<file path="src/rtl/core/cmst_pkg.sv">
// Shared types, codes and sizes for the counting multiset table.
// No dependencies; every other file in rtl/core refers to it by scoped name.
`timescale 1ns / 1ps
`default_nettype none

package cmst_pkg;

	localparam int DEPTH      = 16;
	localparam int KEY_BITS   = 32;
	localparam int COUNT_BITS = 16;
	localparam int OP_BITS    = 2;
	localparam int OCC_BITS   = 16;
	localparam int ST_BITS    = 2;

	typedef logic [KEY_BITS-1:0]   key_t;
	typedef logic [COUNT_BITS-1:0] count_t;

	localparam count_t COUNT_MAX = '1;

	typedef enum logic [OP_BITS-1:0] {
		OP_QUERY  = 2'd0,
		OP_ADD    = 2'd1,
		OP_REMOVE = 2'd2
	} op_t;

	typedef enum logic [ST_BITS-1:0] {
		ST_OK   = 2'd0,
		ST_FULL = 2'd1,
		ST_SAT  = 2'd2
	} status_t;

	// Ripple passed from cell to cell during the compare cycle.
	typedef struct packed {
		logic   free;   // some lower-numbered entry is free
		logic   hit;    // some lower-numbered entry matched
		count_t count;  // count of the matching entry, zero if none yet
	} chain_t;

	// Write-back command broadcast to every cell.
	typedef struct packed {
		logic   fire;      // write-back cycle
		logic   hit_wr;    // matching entry takes the new count
		logic   hit_clr;   // matching entry is freed
		logic   claim_wr;  // claiming entry is filled with key and count one
		count_t count;
		key_t   key;
	} upd_t;

	// Per-cell flags latched at the end of the compare cycle.
	typedef struct packed {
		logic match;
		logic claim;
	} cell_st_t;

endpackage

`default_nettype wire

</file>
<file path="src/rtl/core/cmst_if.sv">
// Valid/ready channel interfaces: request (operation, key) and response.
// Depends on cmst_pkg for field widths.
`timescale 1ns / 1ps
`default_nettype none

interface cmst_req_if;
	logic                          valid;
	logic                          ready;
	logic [cmst_pkg::OP_BITS-1:0]  operation;
	logic [cmst_pkg::KEY_BITS-1:0] key;

	modport source (output valid, output operation, output key, input ready);
	modport sink   (input valid, input operation, input key, output ready);
endinterface

interface cmst_rsp_if;
	logic                          valid;
	logic                          ready;
	logic                          found;
	logic [cmst_pkg::OCC_BITS-1:0] occurrences;
	logic [cmst_pkg::ST_BITS-1:0]  status;

	modport source (output valid, output found, output occurrences, output status,
		input ready);
	modport sink   (input valid, input found, input occurrences, input status,
		output ready);
endinterface

`default_nettype wire

</file>
<file path="src/rtl/core/cmst_cell.sv">
// One table entry: valid bit, key and count, with its link in the compare chain.
// Depends on cmst_pkg.
`timescale 1ns / 1ps
`default_nettype none

module cmst_cell (
	input  wire logic              clk,
	input  wire logic              arst_n,
	input  wire logic              step,
	input  wire cmst_pkg::key_t    key_s1,
	input  wire cmst_pkg::chain_t  chain_in,
	input  wire cmst_pkg::upd_t    upd,
	output cmst_pkg::chain_t       chain_out,
	output cmst_pkg::cell_st_t     st
);

	logic              valid_q;
	cmst_pkg::key_t    key_q;
	cmst_pkg::count_t  count_q;
	logic              match;
	logic              claim;
	logic              match_s2;
	logic              claim_s2;

	assign match = valid_q && (key_q == key_s1);
	// lowest free entry only
	assign claim = !valid_q && !chain_in.free;

	always_comb begin
		chain_out.free  = chain_in.free | ~valid_q;
		chain_out.hit   = chain_in.hit | match;
		chain_out.count = chain_in.count | (match ? count_q : '0);
	end

	always_ff @(posedge clk or negedge arst_n) begin
		if (!arst_n) begin
			match_s2 <= 1'b0;
			claim_s2 <= 1'b0;
		end else if (step) begin
			match_s2 <= match;
			claim_s2 <= claim;
		end
	end

	always_ff @(posedge clk or negedge arst_n) begin
		if (!arst_n) begin
			valid_q <= 1'b0;
		end else if (upd.fire) begin
			if (match_s2 && upd.hit_clr) begin
				valid_q <= 1'b0;
			end else if (claim_s2 && upd.claim_wr) begin
				valid_q <= 1'b1;
			end
		end
	end

	always_ff @(posedge clk) begin
		if (upd.fire) begin
			if (match_s2 && upd.hit_wr) begin
				count_q <= upd.count;
			end else if (claim_s2 && upd.claim_wr) begin
				key_q   <= upd.key;
				count_q <= cmst_pkg::count_t'(1);
			end
		end
	end

	assign st.match = match_s2;
	assign st.claim = claim_s2;

endmodule

`default_nettype wire

</file>
<file path="src/rtl/core/counting_multiset_table_unit.sv">
// Top level of the counting multiset table: request register, row of cmst_cell
// entries, result logic and response register. Depends on cmst_pkg and cmst_if.
//
//   channel | interface     | payload                          | per transfer
//   --------+---------------+----------------------------------+------------------
//   req     | cmst_req_if   | operation[1:0], key[31:0]        | one operation
//   rsp     | cmst_rsp_if   | found, occurrences[15:0],        | one result
//           |               | status[1:0]                      |
//
// Each operation passes through a compare cycle in which every cell checks
// its key and the free/hit chain ripples down the row, then a write-back cycle
// that updates at most one cell and loads the response register.
// A new request is not taken while the previous one is in its compare cycle,
// nor while its write-back is held by a waiting result.
// The next request is taken during the write-back cycle, so it compares
// against the updated table.
// arst_n clears all valid bits at once: the table is empty straight after
// reset, with no clearing pass.
// A result waiting in the response register holds the write-back stage; a
// request can still be accepted until then.
`timescale 1ns / 1ps
`default_nettype none

module counting_multiset_table_unit (
	input  wire logic   clk,
	input  wire logic   arst_n,
	cmst_req_if.sink    req,
	cmst_rsp_if.source  rsp
);

	localparam int DEPTH = cmst_pkg::DEPTH;

	// request stage (compare cycle)
	logic                           vld_s1;
	logic [cmst_pkg::OP_BITS-1:0]   op_s1;
	cmst_pkg::key_t                 key_s1;

	// write-back stage
	logic                           vld_s2;
	logic [cmst_pkg::OP_BITS-1:0]   op_s2;
	cmst_pkg::key_t                 key_s2;
	logic                           found_s2;
	logic                           full_s2;
	cmst_pkg::count_t               cnt_s2;

	// response register
	logic                           rsp_valid_q;
	logic                           found_q;
	logic [cmst_pkg::OCC_BITS-1:0]  occ_q;
	cmst_pkg::status_t              status_q;

	cmst_pkg::chain_t               chain [DEPTH+1];
	cmst_pkg::cell_st_t             cell_st [DEPTH];
	logic [DEPTH-1:0]               match_vec;
	logic [DEPTH-1:0]               claim_vec;
	cmst_pkg::upd_t                 upd;

	logic                           s2_fire;
	logic                           req_take;
	cmst_pkg::count_t               new_cnt;
	cmst_pkg::status_t              new_st;
	logic                           hit_wr;
	logic                           hit_clr;
	logic                           claim_wr;

	// A transfer on rsp frees the response slot in the same cycle.
	assign s2_fire  = vld_s2 && (!rsp_valid_q || rsp.ready);
	assign req.ready = !vld_s1 && (!vld_s2 || s2_fire);
	assign req_take = req.valid && req.ready;

	always_ff @(posedge clk or negedge arst_n) begin
		if (!arst_n) begin
			vld_s1 <= 1'b0;
			vld_s2 <= 1'b0;
		end else begin
			vld_s1 <= req_take;
			if (vld_s1) begin
				vld_s2 <= 1'b1;
			end else if (s2_fire) begin
				vld_s2 <= 1'b0;
			end
		end
	end

	always_ff @(posedge clk) begin
		if (req_take) begin
			op_s1  <= req.operation;
			key_s1 <= req.key[cmst_pkg::KEY_BITS-1:0];
		end
		if (vld_s1) begin
			op_s2    <= op_s1;
			key_s2   <= key_s1;
			found_s2 <= chain[DEPTH].hit;
			full_s2  <= !chain[DEPTH].free;
			cnt_s2   <= chain[DEPTH].count;
		end
	end

	// ---- cell row ----
	assign chain[0] = '{free: 1'b0, hit: 1'b0, count: '0};

	for (genvar i = 0; i < DEPTH; i++) begin : g_cell
		cmst_cell u_cell (
			.clk       (clk),
			.arst_n    (arst_n),
			.step      (vld_s1),
			.key_s1    (key_s1),
			.chain_in  (chain[i]),
			.upd       (upd),
			.chain_out (chain[i+1]),
			.st        (cell_st[i])
		);
		assign match_vec[i] = cell_st[i].match;
		assign claim_vec[i] = cell_st[i].claim;
	end

	// ---- result and write-back command ----
	always_comb begin
		new_cnt  = '0;
		new_st   = cmst_pkg::ST_OK;
		hit_wr   = 1'b0;
		hit_clr  = 1'b0;
		claim_wr = 1'b0;
		case (op_s2)
			cmst_pkg::OP_ADD: begin
				if (found_s2) begin
					hit_wr = 1'b1;
					if (cnt_s2 == cmst_pkg::COUNT_MAX) begin
						new_cnt = cmst_pkg::COUNT_MAX;
						new_st  = cmst_pkg::ST_SAT;
					end else begin
						new_cnt = cmst_pkg::count_t'(cnt_s2 + 1'b1);
					end
				end else if (full_s2) begin
					new_st = cmst_pkg::ST_FULL;
				end else begin
					claim_wr = 1'b1;
					new_cnt  = cmst_pkg::count_t'(1);
				end
			end
			cmst_pkg::OP_REMOVE: begin
				if (found_s2) begin
					if (cnt_s2 <= cmst_pkg::count_t'(1)) begin
						hit_clr = 1'b1;
					end else begin
						hit_wr  = 1'b1;
						new_cnt = cmst_pkg::count_t'(cnt_s2 - 1'b1);
					end
				end
			end
			default: begin
				// query, and the unused code behaves as one
				new_cnt = cnt_s2;
			end
		endcase
	end

	always_comb begin
		upd.fire     = s2_fire;
		upd.hit_wr   = hit_wr;
		upd.hit_clr  = hit_clr;
		upd.claim_wr = claim_wr;
		upd.count    = new_cnt;
		upd.key      = key_s2;
	end

	// ---- response register ----
	always_ff @(posedge clk or negedge arst_n) begin
		if (!arst_n) begin
			rsp_valid_q <= 1'b0;
		end else if (s2_fire) begin
			rsp_valid_q <= 1'b1;
		end else if (rsp.ready) begin
			rsp_valid_q <= 1'b0;
		end
	end

	always_ff @(posedge clk) begin
		if (s2_fire) begin
			found_q  <= found_s2;
			occ_q    <= cmst_pkg::OCC_BITS'(new_cnt);
			status_q <= new_st;
		end
	end

	assign rsp.valid       = rsp_valid_q;
	assign rsp.found       = found_q;
	assign rsp.occurrences = occ_q;
	assign rsp.status      = status_q;

	// ---- checks ----
	a_one_match: assert property (@(posedge clk) disable iff (!arst_n)
		vld_s2 |-> $onehot0(match_vec))
		else $error("more than one entry holds the key");

	a_one_claim: assert property (@(posedge clk) disable iff (!arst_n)
		vld_s2 |-> $onehot0(claim_vec))
		else $error("more than one entry claimed");

	a_s1_to_s2: assert property (@(posedge clk) disable iff (!arst_n)
		vld_s1 |=> vld_s2 && !vld_s1)
		else $error("compare stage did not pass to write-back");

	a_full_rsp: assert property (@(posedge clk) disable iff (!arst_n)
		rsp_valid_q && status_q == cmst_pkg::ST_FULL |-> !found_q && occ_q == '0)
		else $error("dropped add reported a count");

	a_sat_rsp: assert property (@(posedge clk) disable iff (!arst_n)
		s2_fire && new_st == cmst_pkg::ST_SAT |-> found_s2 && hit_wr && !claim_wr)
		else $error("saturation without a hit");

endmodule

`default_nettype wire
</file>
<file path="src/flat_wrapper.sv">
// flat-port wrapper written by rule: the top's interface ports become plain ports
module counting_multiset_table_unit_flat 
  (clk, arst_n, req_valid, req_operation, req_key, req_ready, rsp_valid, rsp_found, rsp_occurrences, rsp_status, rsp_ready);
  cmst_req_if req_i ();
  cmst_rsp_if rsp_i ();
  input  wire logic clk;
  input  wire logic arst_n;
  input wire logic [$bits(req_i.valid)-1:0] req_valid;
  input wire logic [$bits(req_i.operation)-1:0] req_operation;
  input wire logic [$bits(req_i.key)-1:0] req_key;
  output wire logic [$bits(req_i.ready)-1:0] req_ready;
  output wire logic [$bits(rsp_i.valid)-1:0] rsp_valid;
  output wire logic [$bits(rsp_i.found)-1:0] rsp_found;
  output wire logic [$bits(rsp_i.occurrences)-1:0] rsp_occurrences;
  output wire logic [$bits(rsp_i.status)-1:0] rsp_status;
  input wire logic [$bits(rsp_i.ready)-1:0] rsp_ready;
  assign req_i.valid = req_valid;
  assign req_i.operation = req_operation;
  assign req_i.key = req_key;
  assign req_ready = req_i.ready;
  assign rsp_valid = rsp_i.valid;
  assign rsp_found = rsp_i.found;
  assign rsp_occurrences = rsp_i.occurrences;
  assign rsp_status = rsp_i.status;
  assign rsp_i.ready = rsp_ready;
  counting_multiset_table_unit u_core (.clk(clk), .arst_n(arst_n), .req(req_i), .rsp(rsp_i));
endmodule
</file>
<file path="config.mk">
export PLATFORM = sky130hd
export DESIGN_NAME = counting_multiset_table_unit_flat
export DESIGN_NICKNAME = d
export VERILOG_FILES = /design/src/rtl/core/cmst_pkg.sv /design/src/rtl/core/cmst_if.sv /design/src/rtl/core/cmst_cell.sv /design/src/rtl/core/counting_multiset_table_unit.sv /design/src/flat_wrapper.sv
export SDC_FILE = /design/constraint.sdc
export NUM_CORES = 1
export LEC_CHECK = 0
export ABC_CLOCK_PERIOD_IN_PS = 4900
export BUFFER_PORTS_ARGS = -buffer_cell sky130_fd_sc_hd__buf_2
export CAP_MARGIN = 20
export CORE_AREA = 2 2 355 393
export DETAILED_ROUTE_END_ITERATION = 10
export DIE_AREA = 0 0 357 395
export PLACE_DENSITY = 0.49
export RECOVER_POWER = 25
export SYNTH_ARGS = -nofsm -noshare
export SYNTH_HDL_FRONTEND = slang
export SYNTH_SLANG_ARGS = --single-unit
</file>
<file path="constraint.sdc">
create_clock -name clk -period 4.9 [get_ports clk]
set_clock_uncertainty 0.1 [all_clocks]
set_input_delay 1.47 -clock clk [delete_from_list [all_inputs] [get_ports clk]]
set_output_delay 1.47 -clock clk [all_outputs]
set_load 0.01 [all_outputs]
</file>
**Yosys cells after proc, flatten, opt, wreduce, memory -nomap -nowiden**

Cells that the tools add are included.

- Add/sub/neg operators: 2
- Magnitude comparators: 1
- Equal/unequal tests: 19
- Muxes and demuxes: 103
- Bitwise gates (word level): 77
- Reductions and logical operators: 200

Operators with widths:

| kind | count |
|---|---|
| 16-bit two-way mux | 52 |
| 32-bit equality test | 16 |
| 16-bit OR | 15 |
| 1-bit logical AND | 82 |
| 2-bit nonzero test | 34 |
| 2-bit AND reduction | 32 |
| 3-bit AND reduction | 16 |
| 1-bit two-way mux | 47 |
| 1-bit zero test | 34 |
| 1-bit inverter | 32 |
| 16-bit one-hot mux with 2 select lines | 1 |
| 1-bit OR | 30 |
| 16-bit by 1-bit adder with 16-bit output (second input constant) | 1 |
| 16-bit equality test (second input constant) | 1 |
| 16-bit by 1-bit <= comparator with 1-bit output (second input constant) | 1 |
| 16-bit by 1-bit subtractor with 16-bit output (second input constant) | 1 |
| 2-bit two-way mux | 2 |
| 2-bit by 1-bit equality test with 1-bit output (second input constant) | 1 |
| 2-bit equality test (second input constant) | 1 |
| 1-bit logical OR | 2 |
| 1-bit one-hot mux with 2 select lines | 1 |

- Register bits after elaboration: 924
- Input bits: 38
- Output and inout port bits: 21
- Logic and storage cells: 495

**Depth between registers and ports, before layout**

- Word-level depth: 18
- Mapped depth: 10
- Depth with buffers taken out: 8

**Modules after synthesis**

Synthesis repeated with hierarchy kept, for this count alone.

- Cells, all modules: 2725
- Area total of the unflattened synthesis: 40418.8 µm²

By module, submodules not included:

| module | instances | cells an instance | area each (µm²) | sequential area each (µm²) |
|---|---|---|---|---|
| cmst_cell | 16 | 151 | 2245.9 | 1516.5 |
| counting_multiset_table_unit | 1 | 309 | 4484.3 | 3228.1 |

**Worst setup path before layout**

Ideal clock, no wire load.

- Kind: input to register
- From: input port rsp_ready
- To: register u_core.g_cell[14].u_cell.count_q[0] (enable)
- Library setup time: 369 ps
- Data arrival time: 5556 ps
- Data required time: 4431 ps
- Slack: -1125 ps
- Stages on the path: 6
- Buffers on the path: 1
- Cells stage by stage: inv_1 nand2_1 nand2_1 clkbuf_1 nor4_1 a21o_1

- Cells in the longest elaborated chain, start to end: 3

Ends and longest elaborated chain:

| what | RTL line | RTL |
|---|---|---|
| start: declaration | flat_wrapper.sv:16 | `input wire logic [$bits(rsp_i.ready)-1:0] rsp_ready;` |
| 1-bit logical OR | counting_multiset_table_unit.sv:67 | `assign s2_fire = vld_s2 && (!rsp_valid_q \|\| rsp.ready);` |
| 1-bit logical AND | counting_multiset_table_unit.sv:67 |  |
| 2-bit AND reduction (no line) | n/a |  |
| end signal: assignment | cmst_cell.sv:60 | `count_q <= upd.count;` |
| end signal: assignment | cmst_cell.sv:63 | `count_q <= cmst_pkg::count_t'(1);` |
| end: declaration | cmst_cell.sv:19 | `cmst_pkg::count_t count_q;` |

Every way passes these cells.
A chain may end at the register's enable or synchronous reset.

==> impl_metrics.env <==
export IMPL_antenna_found_initial=7
export IMPL_layout_drive_gt1_share_pct=13.0
export IMPL_cts_tree="yes"
export IMPL_ys_seq_elements=924
export IMPL_fin_ws_ps=567
export IMPL_p_leak_nw=15.3
export IMPL_min_period_ps=4330
export IMPL_netlist_top_cells_count="edfxtp_1, xnor2_1, nor2_1"
export IMPL_worst_pin_slew_ps=2100
export IMPL_cts_path_max_buffers=3
export IMPL_yosysWarnings=0
export IMPL_clk_pin_slew_ps=60
export IMPL_dieWidth_um=357
export IMPL_rsz0062_at_grt="false"
export IMPL_portBuffers=58
export IMPL_syn_inst=3051
export IMPL_grtUsageTotal_pct=20.5
export IMPL_first_iter_violations=3024
export IMPL_post_cts_buffers=0
export IMPL_slowest_stage="clkbuf_1"
export IMPL_cp_cell_sequence="clkbuf_1, xnor2_1, nand4_1, nor4_1, nand3_1, o2111ai_1, or4_1"
export IMPL_gp_congestion=0.922
export IMPL_synth_mux_area_share_pct=0.0490
export IMPL_drc=0
export IMPL_dp_hpwl_mm=95.9
export IMPL_worstPathArrival_ps=4640
export IMPL_synth_compound_area_share_pct=4.24
export IMPL_core_area_mm2=0.137
export IMPL_cts_resized=0
export IMPL_ys_async_sr_fraction_pct=5.52
export IMPL_rr_worst_depth=7
export IMPL_max_stage_delay_ps=1410
export IMPL_violations="max-capacitance violations, max-slew violations"
export IMPL_grt_ovfl_total=0
export IMPL_area_growth_pct=15.6
export IMPL_setup_violations_final=0
export IMPL_synthSimpleGateAreaFrac_pct=13.1
export IMPL_startpoint_type="flip-flop"
export IMPL_synth_top_area_share_pct=64.2
export IMPL_finalHoldViolCount=0
export IMPL_endpoint_kind="flip-flop"
export IMPL_initial_core_util_pct=29.8
export IMPL_syn_avg_cell_area_um2=13.4
export IMPL_vias=26400
export IMPL_dr_pass1_iters=5
export IMPL_slew_headroom_pct=-40.2
export IMPL_synth_most_common_cell="edfxtp_1"
export IMPL_max_cap_violations=14
export IMPL_critical_path_startpoint="u_core.key_s1[24]$_DFFE_PP_"
export IMPL_ys_seq_area_share_pct=67.3
export IMPL_viasPerCell=5.19
export IMPL_clock_root_buffer="clkbuf_16"
export IMPL_postPlaceCellArea_mm2=0.0440
export IMPL_route_final_wire_length_mm=146
export IMPL_hold_class="reg -> reg"
export IMPL_cts_max_level=3
export IMPL_final_cells=5096
export IMPL_clkLatencyLatePin_ps=700
export IMPL_dieArea_mm2=0.141
export IMPL_synth_top_family_by_area="simple AND/OR/NAND/NOR gates"
export IMPL_grt_pass1_wl_mm=203
export IMPL_antenna_left=0
export IMPL_setup_tns_ps=0
export IMPL_powerDensity_mw_per_mm2=385
export IMPL_nets=3242
export IMPL_synthAdderAreaFrac_pct=0.153
export IMPL_worstReg2RegEnd="u_core.cnt_s2[15]$_DFFE_PP_"
export IMPL_synth_ff_type="edfxtp_1"
export IMPL_worstPathMaxFanout=17
export IMPL_synth_xor_area_share_pct=10.7
export IMPL_synth_edf_count=873
export IMPL_r2r_start="u_core.key_s1[24]$_DFFE_PP_"
export IMPL_cts_buffers=102
export IMPL_critical_path_class="reg -> reg"
export IMPL_critPathBufInv=1
export IMPL_ys_top_cells_by_area="edfxtp_1, xnor2_1, nand4_1"
export IMPL_cp_depth=7
export IMPL_max_freq_mhz=231
export IMPL_syn_nets=3094
export IMPL_synth_largest_area_cell="edfxtp_1"
export IMPL_vdd_drop_max_mv=0.311
export IMPL_ctsHoldBuffers=0
export IMPL_r2r_slack_ps=570
export IMPL_endpoint="u_core.cnt_s2[15]$_DFFE_PP_"
export IMPL_final_period_utilization_pct=88.4
export IMPL_grt_pass1_vias=25600
export IMPL_rows=143
export IMPL_critPathTopFamily="simple AND/OR/NAND/NOR gates"
export IMPL_grt_max_degree=49
export IMPL_fin_area_mm2=0.0472
export IMPL_boundaryPins=59
export IMPL_dp_cells=4906
export IMPL_clock_sinks=924
export IMPL_yosys_cell_types_count=75
export IMPL_die_h_um=395
export IMPL_wl_per_cell_um=28.7
export IMPL_finalMaxSlewViolations=237
export IMPL_syn_cell_area_mm2=0.0409
export IMPL_outcome="finished with violations"
export IMPL_pre_cts_ws_ps=715
export IMPL_cp_required_ps=5200
## state kept, by name (all words and copies together), names as in the netlist, 2 cells and up
name,cells
u_core.g_cell.u_cell.count_q,256
u_core.cnt_s2,16
u_core.op_s2,2
u_core.g_cell.u_cell.key_q,512
u_core.g_cell.u_cell.match_s2,16
u_core.rsp.status,2
u_core.g_cell.u_cell.valid_q,16
u_core.key_s1,32
u_core.g_cell.u_cell.claim_s2,16
u_core.rsp.occurrences,16
u_core.key_s2,32
u_core.op_s1,2
## stage by stage
stage | hold WS (ps) | total power [mW] | util, %
final | 331 | 18.2 | 34.5
after global placement | 312 | 10.6 | 32.1
after detailed placement | 321 | 10.6 | 32.1
after CTS | 335 | 18.3 | 34.6
after floorplan | 300 | 9.80 | -
after global routing | 340 | 18.7 | 34.5
## layer usage
metal | part of all wire [%] | routed length, µm | track usage [%]
met4 | 4.2 | 6100 | 7.56
met2 | 49 | 71500 | 34.4
met3 | 5.9 | 8560 | 2.69
met5 | 0.0089 | 13 | 0
met1 | 41 | 59900 | 26.9
## cells in the final DEF (no fill, tap or decap), types with 8 or more instances in the layout
master | Yosys | routed
nor3_1 | 42 | 40
clkbuf_1 | 46 | 55
clkinv_1 | 1 | 24
clkbuf_16 | 0 | 104
clkinv_2 | 0 | 16
and3_1 | 14 | 14
o21ai_0 | 24 | 24
bufinv_16 | 0 | 9
inv_1 | 187 | 187
nand2_1 | 120 | 120
edfxtp_1 | 873 | 873
nor4_4 | 4 | 16
buf_2 | 71 | 53
nor4_2 | 19 | 23
nor2_1 | 360 | 359
dfrtp_1 | 51 | 51
o2111ai_1 | 68 | 68
xnor2_1 | 452 | 452
xor2_1 | 49 | 49
nor2b_1 | 8 | 8
a21o_1 | 18 | 18
nand4_1 | 286 | 286
a2bb2oi_1 | 16 | 16
nand3_1 | 76 | 76
nor4_1 | 49 | 33
or4_1 | 18 | 18
a21oi_1 | 10 | 8
buf_4 | 53 | 143
## cells by family after synthesis
family,count (synthesis)
DFF,924
and+or+nand+nor,1033
AOI/OAI and AO/OA,208
adders and majority gates,5
xor gates and xnor gates,501
muxes,2
buffers and inverters,378
## how the worst min path moves through the flow
stage / from / end / slack (ps) / depth (start not counted)
CTS: u_core.op_s1[1]$_DFFE_PP_ / u_core.op_s2[1]$_DFFE_PP_ / 340 / 0
finish: u_core.op_s1[1]$_DFFE_PP_ / u_core.op_s2[1]$_DFFE_PP_ / 330 / 0
global route: u_core.op_s1[1]$_DFFE_PP_ / u_core.op_s2[1]$_DFFE_PP_ / 340 / 0
detailed placement: u_core.op_s1[1]$_DFFE_PP_ / u_core.op_s2[1]$_DFFE_PP_ / 320 / 0
global placement: u_core.op_s1[0]$_DFFE_PP_ / u_core.op_s2[0]$_DFFE_PP_ / 310 / 0
floorplan: u_core.op_s1[0]$_DFFE_PP_ / u_core.op_s2[0]$_DFFE_PP_ / 300 / 0
## area by class of cell
class / instances / area (µm²)
repair buffers: 234 / 1510
well taps: 1812 / 2270
fillers: 13600 / 89800
inverters: 188 / 706
multi-input cells: 1749 / 11900
diodes: 1 / 2.50
clock buffers: 127 / 2730
flip-flops and latches: 924 / 27500
clock inverters: 61 / 626
## power by group
group / total [mW] / switching, mW / leakage (nW) / internal (mW)
combinational: 1.35 / 0.973 / 4.62 / 0.381
sequential: 9.03 / 0.243 / 9.09 / 8.79
clock: 7.78 / 3.34 / 1.62 / 4.44
total: 18.2 / 4.55 / 15.3 / 13.6
Power figures use the tool's default switching activity.
